## src/rtl/intscan_pkg.sv

```systemverilog
`timescale 1ns / 1ps

package intscan_pkg;

  localparam int CountWidthDef = 16;

  // register map: index i sits at byte address 8*i
  localparam int RegIdxW  = 3;
  localparam int PaddrW   = 6;
  localparam logic [RegIdxW-1:0] REG_SIGNED = 3'd0;
  localparam logic [RegIdxW-1:0] REG_BASE   = 3'd1;
  localparam logic [RegIdxW-1:0] REG_SKIP   = 3'd2;
  localparam logic [RegIdxW-1:0] REG_LIMIT  = 3'd3;
  localparam logic [RegIdxW-1:0] REG_EXACT  = 3'd4;
  localparam logic [RegIdxW-1:0] REG_RANGE  = 3'd5;
  localparam logic [RegIdxW-1:0] REG_MIN    = 3'd6;
  localparam logic [RegIdxW-1:0] REG_MAX    = 3'd7;

  localparam logic [7:0] CH_0     = 8'h30;
  localparam logic [7:0] CH_9     = 8'h39;
  localparam logic [7:0] CH_UA    = 8'h41;
  localparam logic [7:0] CH_UZ    = 8'h5A;
  localparam logic [7:0] CH_LA    = 8'h61;
  localparam logic [7:0] CH_LZ    = 8'h7A;
  localparam logic [7:0] CH_MINUS = 8'h2D;
  localparam logic [7:0] CH_PLUS  = 8'h2B;
  localparam logic [7:0] CH_SPACE = 8'h20;
  localparam logic [7:0] CH_TAB   = 8'h09;
  localparam logic [7:0] CH_CR    = 8'h0D;

  typedef struct packed {
    logic [7:0] text_byte;
    logic       begin_scan;
    logic       at_end;
  } in_item_t;

  typedef struct packed {
    logic        matched;
    logic [15:0] consumed;
    logic [15:0] value_start;
    logic [63:0] number_value;
  } out_item_t;

endpackage

```

## src/rtl/integer_token_scanner_top.sv

```systemverilog
`timescale 1ns / 1ps

// Channel   Direction  Handshake            Payload
// in_       input      in_valid / in_stall    in_item  (in_item_t)
// out_      output     out_valid / out_stall  out_item (out_item_t)
// cfg       input      psel/penable/pwrite    paddr, pwdata, prdata
//
// One item per cycle unless out_stall holds a result back; items are staged,
// then each result is registered with out_valid. The per-byte multiply-add
// (64 x 6 bits) on the accumulator sets the cycle. Reset clears the scan
// state, staging and result valids, and loads the register defaults. An item
// yielding no result moves on even while out_stall holds a pending result.
module integer_token_scanner_top
  import intscan_pkg::*;
#(
  parameter int COUNT_WIDTH = CountWidthDef
) (
  input  logic              clk,
  input  logic              rst_n,
  input  logic              in_valid,
  output logic              in_stall,
  input  in_item_t          in_item,
  output logic              out_valid,
  input  logic              out_stall,
  output out_item_t         out_item,
  input  logic              psel,
  input  logic              penable,
  input  logic              pwrite,
  input  logic [PaddrW-1:0] paddr,
  input  logic [63:0]       pwdata,
  output logic [63:0]       prdata,
  output logic              pready
);

  typedef enum logic [1:0] {PH_IDLE, PH_LEAD, PH_DIGITS} phase_t;

  localparam logic [COUNT_WIDTH-1:0] CntMax = {COUNT_WIDTH{1'b1}};

  function automatic logic [6:0] digit_code(input logic [7:0] c);
    logic [7:0] d;
    logic       ok;
    d  = 8'd0;
    ok = 1'b0;
    if (c >= CH_0 && c <= CH_9) begin
      d  = c - CH_0;
      ok = 1'b1;
    end else if (c >= CH_UA && c <= CH_UZ) begin
      d  = c - CH_UA + 8'd10;
      ok = 1'b1;
    end else if (c >= CH_LA && c <= CH_LZ) begin
      d  = c - CH_LA + 8'd10;
      ok = 1'b1;
    end
    return {ok, d[5:0]};
  endfunction

  // configuration registers
  logic        sgn_r;
  logic [5:0]  base_r;
  logic        skip_r;
  logic [7:0]  limit_r;
  logic [7:0]  exact_r;
  logic [1:0]  range_r;
  logic [63:0] min_r;
  logic [63:0] max_r;

  logic                 cfg_wr;
  logic [RegIdxW-1:0]   cfg_idx;

  assign pready  = 1'b1;
  assign cfg_wr  = psel && penable && pwrite;
  assign cfg_idx = paddr[PaddrW-1:PaddrW-RegIdxW];

  always_ff @(posedge clk) begin
    if (!rst_n) begin
      sgn_r   <= 1'b1;
      base_r  <= 6'd10;
      skip_r  <= 1'b0;
      limit_r <= 8'd0;
      exact_r <= 8'd0;
      range_r <= 2'd0;
      min_r   <= 64'd0;
      max_r   <= 64'd0;
    end else if (cfg_wr) begin
      case (cfg_idx)
        REG_SIGNED: sgn_r   <= pwdata[0];
        REG_BASE:   base_r  <= pwdata[5:0];
        REG_SKIP:   skip_r  <= pwdata[0];
        REG_LIMIT:  limit_r <= pwdata[7:0];
        REG_EXACT:  exact_r <= pwdata[7:0];
        REG_RANGE:  range_r <= pwdata[1:0];
        REG_MIN:    min_r   <= pwdata;
        REG_MAX:    max_r   <= pwdata;
        default: ;
      endcase
    end
  end

  always_comb begin
    case (cfg_idx)
      REG_SIGNED: prdata = {63'd0, sgn_r};
      REG_BASE:   prdata = {58'd0, base_r};
      REG_SKIP:   prdata = {63'd0, skip_r};
      REG_LIMIT:  prdata = {56'd0, limit_r};
      REG_EXACT:  prdata = {56'd0, exact_r};
      REG_RANGE:  prdata = {62'd0, range_r};
      REG_MIN:    prdata = min_r;
      REG_MAX:    prdata = max_r;
      default:    prdata = 64'd0;
    endcase
  end

  // input staging and scan state
  logic                   s1_valid_r;
  in_item_t               s1_item_r;
  phase_t                 phase_r, phase_nxt;
  logic [COUNT_WIDTH-1:0] byte_cnt_r, byte_cnt_nxt;
  logic [COUNT_WIDTH-1:0] space_cnt_r, space_cnt_nxt;
  logic [COUNT_WIDTH-1:0] digit_cnt_r, digit_cnt_nxt;
  logic [63:0]            acc_r, acc_nxt;
  logic                   ovf_r, ovf_nxt;
  logic                   neg_r, neg_nxt;
  logic                   sat_r, sat_nxt;
  logic                   out_valid_r;
  out_item_t              out_item_r;

  // current scan view: begin_scan clears everything
  phase_t                 cur_phase;
  logic [COUNT_WIDTH-1:0] cur_byte, cur_space, cur_digit;
  logic [COUNT_WIDTH-1:0] byte_inc, space_inc, digit_inc;
  logic [63:0]            cur_acc;
  logic                   cur_ovf, cur_neg, cur_sat;
  logic [7:0]             ch;
  logic [6:0]             dcode;
  logic                   is_space, is_sign, digit_ok, limit_hit;
  logic [69:0]            mac;
  logic                   emit, advance;

  // finish logic
  logic        ok;
  logic [63:0] value_u, value_s;
  logic        exact_bad, lim_bad, umin_bad, umax_bad, smin_bad, smax_bad;
  logic [31:0] byte_w, space_w;
  out_item_t   res;

  always_comb begin
    ch        = s1_item_r.text_byte;
    cur_phase = s1_item_r.begin_scan ? PH_LEAD : phase_r;
    cur_byte  = s1_item_r.begin_scan ? '0 : byte_cnt_r;
    cur_space = s1_item_r.begin_scan ? '0 : space_cnt_r;
    cur_digit = s1_item_r.begin_scan ? '0 : digit_cnt_r;
    cur_acc   = s1_item_r.begin_scan ? 64'd0 : acc_r;
    cur_ovf   = s1_item_r.begin_scan ? 1'b0 : ovf_r;
    cur_neg   = s1_item_r.begin_scan ? 1'b0 : neg_r;
    cur_sat   = s1_item_r.begin_scan ? 1'b0 : sat_r;

    byte_inc  = (cur_byte == CntMax) ? cur_byte : cur_byte + 1'b1;
    space_inc = (cur_space == CntMax) ? cur_space : cur_space + 1'b1;
    digit_inc = (cur_digit == CntMax) ? cur_digit : cur_digit + 1'b1;

    is_space  = (ch == CH_SPACE) || (ch >= CH_TAB && ch <= CH_CR);
    is_sign   = (ch == CH_MINUS) || (ch == CH_PLUS);
    dcode     = digit_code(ch);
    digit_ok  = dcode[6] && (dcode[5:0] < base_r);
    limit_hit = (limit_r != 8'd0) && (32'(cur_digit) >= 32'(limit_r));
    mac       = 70'(cur_acc) * 70'(base_r) + 70'(dcode[5:0]);

    phase_nxt     = cur_phase;
    byte_cnt_nxt  = cur_byte;
    space_cnt_nxt = cur_space;
    digit_cnt_nxt = cur_digit;
    acc_nxt       = cur_acc;
    ovf_nxt       = cur_ovf;
    neg_nxt       = cur_neg;
    sat_nxt       = cur_sat;
    emit          = 1'b0;

    case (cur_phase)
      PH_IDLE: ;
      PH_LEAD, PH_DIGITS: begin
        if (s1_item_r.at_end) begin
          emit      = 1'b1;
          phase_nxt = PH_IDLE;
        end else if (cur_phase == PH_LEAD && skip_r && is_space) begin
          byte_cnt_nxt  = byte_inc;
          space_cnt_nxt = space_inc;
          sat_nxt       = cur_sat || (cur_byte == CntMax) || (cur_space == CntMax);
        end else if (cur_phase == PH_LEAD && sgn_r && is_sign) begin
          phase_nxt    = PH_DIGITS;
          neg_nxt      = (ch == CH_MINUS);
          byte_cnt_nxt = byte_inc;
          sat_nxt      = cur_sat || (cur_byte == CntMax);
        end else if (!digit_ok || limit_hit) begin
          emit      = 1'b1;
          phase_nxt = PH_IDLE;
        end else begin
          phase_nxt     = PH_DIGITS;
          // hold the accumulator when the multiply-add no longer fits in 64 bits
          if (mac[69:64] != 6'd0) begin
            ovf_nxt = 1'b1;
          end else begin
            acc_nxt = mac[63:0];
          end
          byte_cnt_nxt  = byte_inc;
          digit_cnt_nxt = digit_inc;
          sat_nxt       = cur_sat || (cur_byte == CntMax) || (cur_digit == CntMax);
        end
      end
      default: ;
    endcase
  end

  always_comb begin
    value_u   = cur_acc;
    value_s   = cur_neg ? (64'd0 - cur_acc) : cur_acc;
    exact_bad = (exact_r != 8'd0) && (32'(cur_digit) != 32'(exact_r));
    lim_bad   = cur_acc[63] && !(cur_neg && cur_acc[62:0] == 63'd0);
    umin_bad  = range_r[0] && !min_r[63] && (min_r != 64'd0) && (cur_acc < min_r);
    umax_bad  = range_r[1] && (max_r[63] || (cur_acc > max_r));
    smin_bad  = range_r[0] && ($signed(value_s) < $signed(min_r));
    smax_bad  = range_r[1] && ($signed(max_r) < $signed(value_s));
    ok = (cur_digit != '0) && !cur_ovf && !cur_sat && !exact_bad;
    if (sgn_r) begin
      ok = ok && !lim_bad && !smin_bad && !smax_bad;
    end else begin
      ok = ok && !umin_bad && !umax_bad;
    end
    byte_w  = 32'(cur_byte);
    space_w = 32'(cur_space);
    res.matched      = ok;
    res.consumed     = ok ? byte_w[15:0] : 16'd0;
    res.value_start  = ok ? space_w[15:0] : 16'd0;
    res.number_value = ok ? (sgn_r ? value_s : value_u) : 64'd0;
  end

  // an item with no result never waits on the output side
  assign advance  = s1_valid_r && (!emit || !out_valid_r || !out_stall);
  assign in_stall = s1_valid_r && !advance;

  always_ff @(posedge clk) begin
    if (!rst_n) begin
      s1_valid_r  <= 1'b0;
      phase_r     <= PH_IDLE;
      byte_cnt_r  <= '0;
      space_cnt_r <= '0;
      digit_cnt_r <= '0;
      acc_r       <= 64'd0;
      ovf_r       <= 1'b0;
      neg_r       <= 1'b0;
      sat_r       <= 1'b0;
      out_valid_r <= 1'b0;
    end else begin
      if (in_valid && !in_stall) begin
        s1_valid_r <= 1'b1;
      end else if (advance) begin
        s1_valid_r <= 1'b0;
      end
      if (advance) begin
        phase_r     <= phase_nxt;
        byte_cnt_r  <= byte_cnt_nxt;
        space_cnt_r <= space_cnt_nxt;
        digit_cnt_r <= digit_cnt_nxt;
        acc_r       <= acc_nxt;
        ovf_r       <= ovf_nxt;
        neg_r       <= neg_nxt;
        sat_r       <= sat_nxt;
      end
      if (advance && emit) begin
        out_valid_r <= 1'b1;
      end else if (!out_stall) begin
        out_valid_r <= 1'b0;
      end
    end
  end

  always_ff @(posedge clk) begin
    if (in_valid && !in_stall) begin
      s1_item_r <= in_item;
    end
    if (advance && emit) begin
      out_item_r <= res;
    end
  end

  assign out_valid = out_valid_r;
  assign out_item  = out_item_r;

endmodule

```

## config.mk

```make
export PLATFORM = sky130hd
export DESIGN_NAME = integer_token_scanner_top
export DESIGN_NICKNAME = d
export VERILOG_FILES = /design/src/rtl/intscan_pkg.sv /design/src/rtl/integer_token_scanner_top.sv
export SDC_FILE = /design/constraint.sdc
export NUM_CORES = 2
export LEC_CHECK = 0
export BUFFER_PORTS_ARGS = -buffer_cell sky130_fd_sc_hd__buf_2
export CAP_MARGIN = 30
export CORE_ASPECT_RATIO = 1.1
export CORE_MARGIN = 8
export CORE_UTILIZATION = 55
export CTS_CLUSTER_DIAMETER = 40
export DETAILED_ROUTE_END_ITERATION = 8
export HOLD_SLACK_MARGIN = 0.02
export PLACE_DENSITY = 0.73
export SYNTH_ARGS = -nofsm -noshare
export SYNTH_HDL_FRONTEND = slang
export SYNTH_SLANG_ARGS = --single-unit
export TNS_END_PERCENT = 1
```

## constraint.sdc

```tcl
create_clock -name clk -period 12 [get_ports clk]
set_input_delay 0.6 -clock clk [delete_from_list [all_inputs] [get_ports clk]]
set_output_delay 0.6 -clock clk [all_outputs]
set_load 0.005 [all_outputs]
```

==> results.toml <==
[run_status]
status = "finished, final reports clean"

[die]
core_sq_mm = 0.07058
die_area_sq_mm = 0.08019
die_x_microns = 270.7
initial_core_util = 0.5562
io_pins = 251
rows = 102
die_h_microns = 296.2

[worst_hold_path]
min_path_type = "primary input to flop"
whs_endpoint = "s1_item_r[1]"
hp-start = "in_item[1]"
hold_depth = 1

[worst_setup_path]
r2r_start = "s1_item_r[1]"
cp_top_family = "simple AND/OR/NAND/NOR gates"
path_cells = "buf_4, buf_12, nor2b_1, inv_1, nor2_1, fa_1, fa_1, fa_1, ha_1, ha_1, nand4_1, or4_1, or4_1, a211oi_1, o31ai_1, xor2_1, nand2b_1, nor4_4, buf_4, o22ai_1"
reg2regPathDepth = 20
cpPeakStageDelay_ns = 0.80
required_ns = 12.45
cp-end-kind = "flop"
critPathKind = "flop to flop"
cp_num_buf_inv = 4
critPathArrivalTime_ns = 9.40
critPathMaxFanout = 152
path_common_cell = "fa_1"
crit_cells = 20
worstSetupStartpoint = "s1_item_r[1]"
crit_path_start_kind = "flop"
rr_endpoint = "acc_r[42]"
cpMaxStageDelayCell = "nor4_4"
rrSetupSlack_ns = 3.05

[cells_and_area]
final_layout_size_suffix_gt1_frac = 0.1063
layout.nets = 5624
antenna_cells = 0
synthToLayoutAreaGrowth_pct = 10.68

[route]
ant_nets = 0
via_count = 36350
drt_iter0_drc = 3336
first_pass_iters = 6
remaining_drc_errors = 0
drt_wl_total_mm = 133.5
vias_per_cell = 6.217
wire_per_inst_microns = 22.84

[yosys]
synth_top_family_by_area = "adder cells"
synth_cells = 4763
yosys-top-cells-area = "dfxtp_1 14%, ha_1 14%, fa_1 13%"
synth_nets = 5530
yosys.area.top_type_share = 0.1392
yosysWarningCount = 0
yosys.cell_count.top_type = "nand2_1"
synth_mux_area_frac = 0.01058
avgSynthCellArea_sq_um = 8.242
synth_area_sq_mm = 0.03926
ys.flop_type = "dfxtp_1"
synth_xor_area_frac = 0.02744
synthSimpleGateAreaFrac = 0.2032
async_flop_share = 0
ys_seq_elements = 380
yosys-top-cells-count = "580 x nand2_1, 446 x inv_1, 428 x ha_1, 398 x nor2_1, 273 x dfxtp_1"
ys_types = 88
yosysSeqAreaShare = 0.2211
synth-edff-count = 107
synth_compound_area_frac = 0.2020
yosys.area.top_type = "dfxtp_1"
synthAdderAreaFrac = 0.2649

[power_and_ir_drop]
ir_drop_mv = 0.1319
power.density_mw_per_mm2 = 83.42
p_leak_uw = 0.01919

[timing]
fin_crit_ns = 8.952
rsz0062_at_grt = "false"
slew_viol_final = 0
timing.hold.ws_ns = 0.1385
finalClockSkew_ns = 0.06580
final-hold-violation-count = 0
worstMarginPinSlew_ns = 1.043
slew_headroom = 0.2953
finalCritPeriodShare = 0.7460
setup_tns_ns = 0
max_freq_mhz = 111.7
setup_violations = 0

[cts]
cts_root_buffer = "clkbuf_16"
cts_buffers = 67
cts_resized = 0
postCtsSetupBuffers = 0
cts-htree-levels = 3
clk_latency_ns = 0.65
cts.sinks = 380
cts_tree = "yes"
clk_pin_slew_ns = 0.05
cts_buffer_depth = 3
cts_hold_buffers = 0

[global_route]
grt_pass1_vias = 35780
use_met1 = 0.3738
grt_busiest_layer = "met2"
gr-total-overflow = 0
use_met3 = 0.05152
grt_pass1_wl_mm = 205.7
grt.total_usage = 0.3247
antenna_found_initial = 1
grt_max_degree = 153
globalRouteMet2Util = 0.5504

[placement]
gp_congestion = 1.003
dpl.hpwl_mm = 102.7
port_buffers = 246

[job]
max-cap-violations = 0
[metrics by stage]
step,setup WS (ns),cell area (sq um),std cells,power (uW),util
finish,3.048,43450,5846,3624,0.6156
global route,2.778,43450,5846,3720,0.6156
CTS,3.215,43420,5845,3630,0.6152
detailed placement,3.314,41040,5723,1630,0.5815
global placement,3.405,41020,5721,1627,0.5812
floorplan,2.297,39260,4763,1529,-
[registers in the layout (all words and copies together), names as in the netlist, 2 cells and up]
register / count
exact_r: 8
ch: 8
max_r: 64
base_r: 6
limit_r: 8
s1_item_r: 2
space_cnt_r: 16
acc_r: 64
range_r: 2
phase_r: 2
out_item: 97
digit_cnt_r: 16
byte_cnt_r: 16
min_r: 64
[worst register-to-register path, cell delays in order, from the launching register on]
cell and delay, ns:
edfxtp_1 0.36, buf_4 0.26, buf_12 0.32, nor2b_1 0.92
inv_1 0.33, nor2_1 0.23, fa_1 0.45, fa_1 0.54
fa_1 0.51, ha_1 0.31, ha_1 0.43, nand4_1 0.17
or4_1 0.61, or4_1 0.55, a211oi_1 0.42, o31ai_1 0.17
xor2_1 0.19, nand2b_1 0.43, nor4_4 0.80, buf_4 0.56
o22ai_1 0.19
[report_power, final]
part	internal [uW]	switching [uW]
Sequential	1340	15.5
Combinational	84.1	176
Clock	1240	778
[layout by cell type, fill, tap and decap left out, types with 172 or more instances in the layout]
master / instances
a21boi_0: 172
a21oi_1: 211
buf_2: 245
dfxtp_1: 271
fa_1: 252
ha_1: 428
inv_1: 442
nand2_1: 578
nor2_1: 396
o21ai_0: 205
[how the worst max path moves through the flow]
stage / end / slack, ns
2_1_floorplan: out_item[0] / 2.30
3_3_place_gp: acc_r[42] / 3.40
3_5_place_dp: acc_r[50] / 3.31
4_1_cts: acc_r[42] / 3.21
5_1_grt: acc_r[45] / 2.78
6_report: acc_r[42] / 3.05
[routing by layer]
metal / wire length [microns] / part of all wire / vias to the layer above
li1: - / - / 16810
met1: 49740 / 0.37 / 17430
met2: 63480 / 0.48 / 1642
met3: 9454 / 0.071 / 455
met4: 10860 / 0.081 / 2
met5: 13 / 0.000097 / -
[kinds of logic (layout without fill, tap and decap cells)]
group	after synthesis	count (layout)
AND/OR/NAND/NOR	1678	1678
multiplexers	40	40
adder cells (fa/ha/maj)	680	680
flip-flops	380	380
other	1	1
AO/OA/AOI/OAI	1141	1141
XOR/XNOR	123	123
buffers and inverters	720	867
[cell type report]
type	count	area [sq um]
clock buffers	75	1747
clock inverters	47	635.6
fillers	6265	27130
inverters	450	1689
multi-input cells	3663	27880
flip-flops and latches	380	8681
well taps	936	1171
repair buffers	295	1642
(Power assumes the default switching activity.)
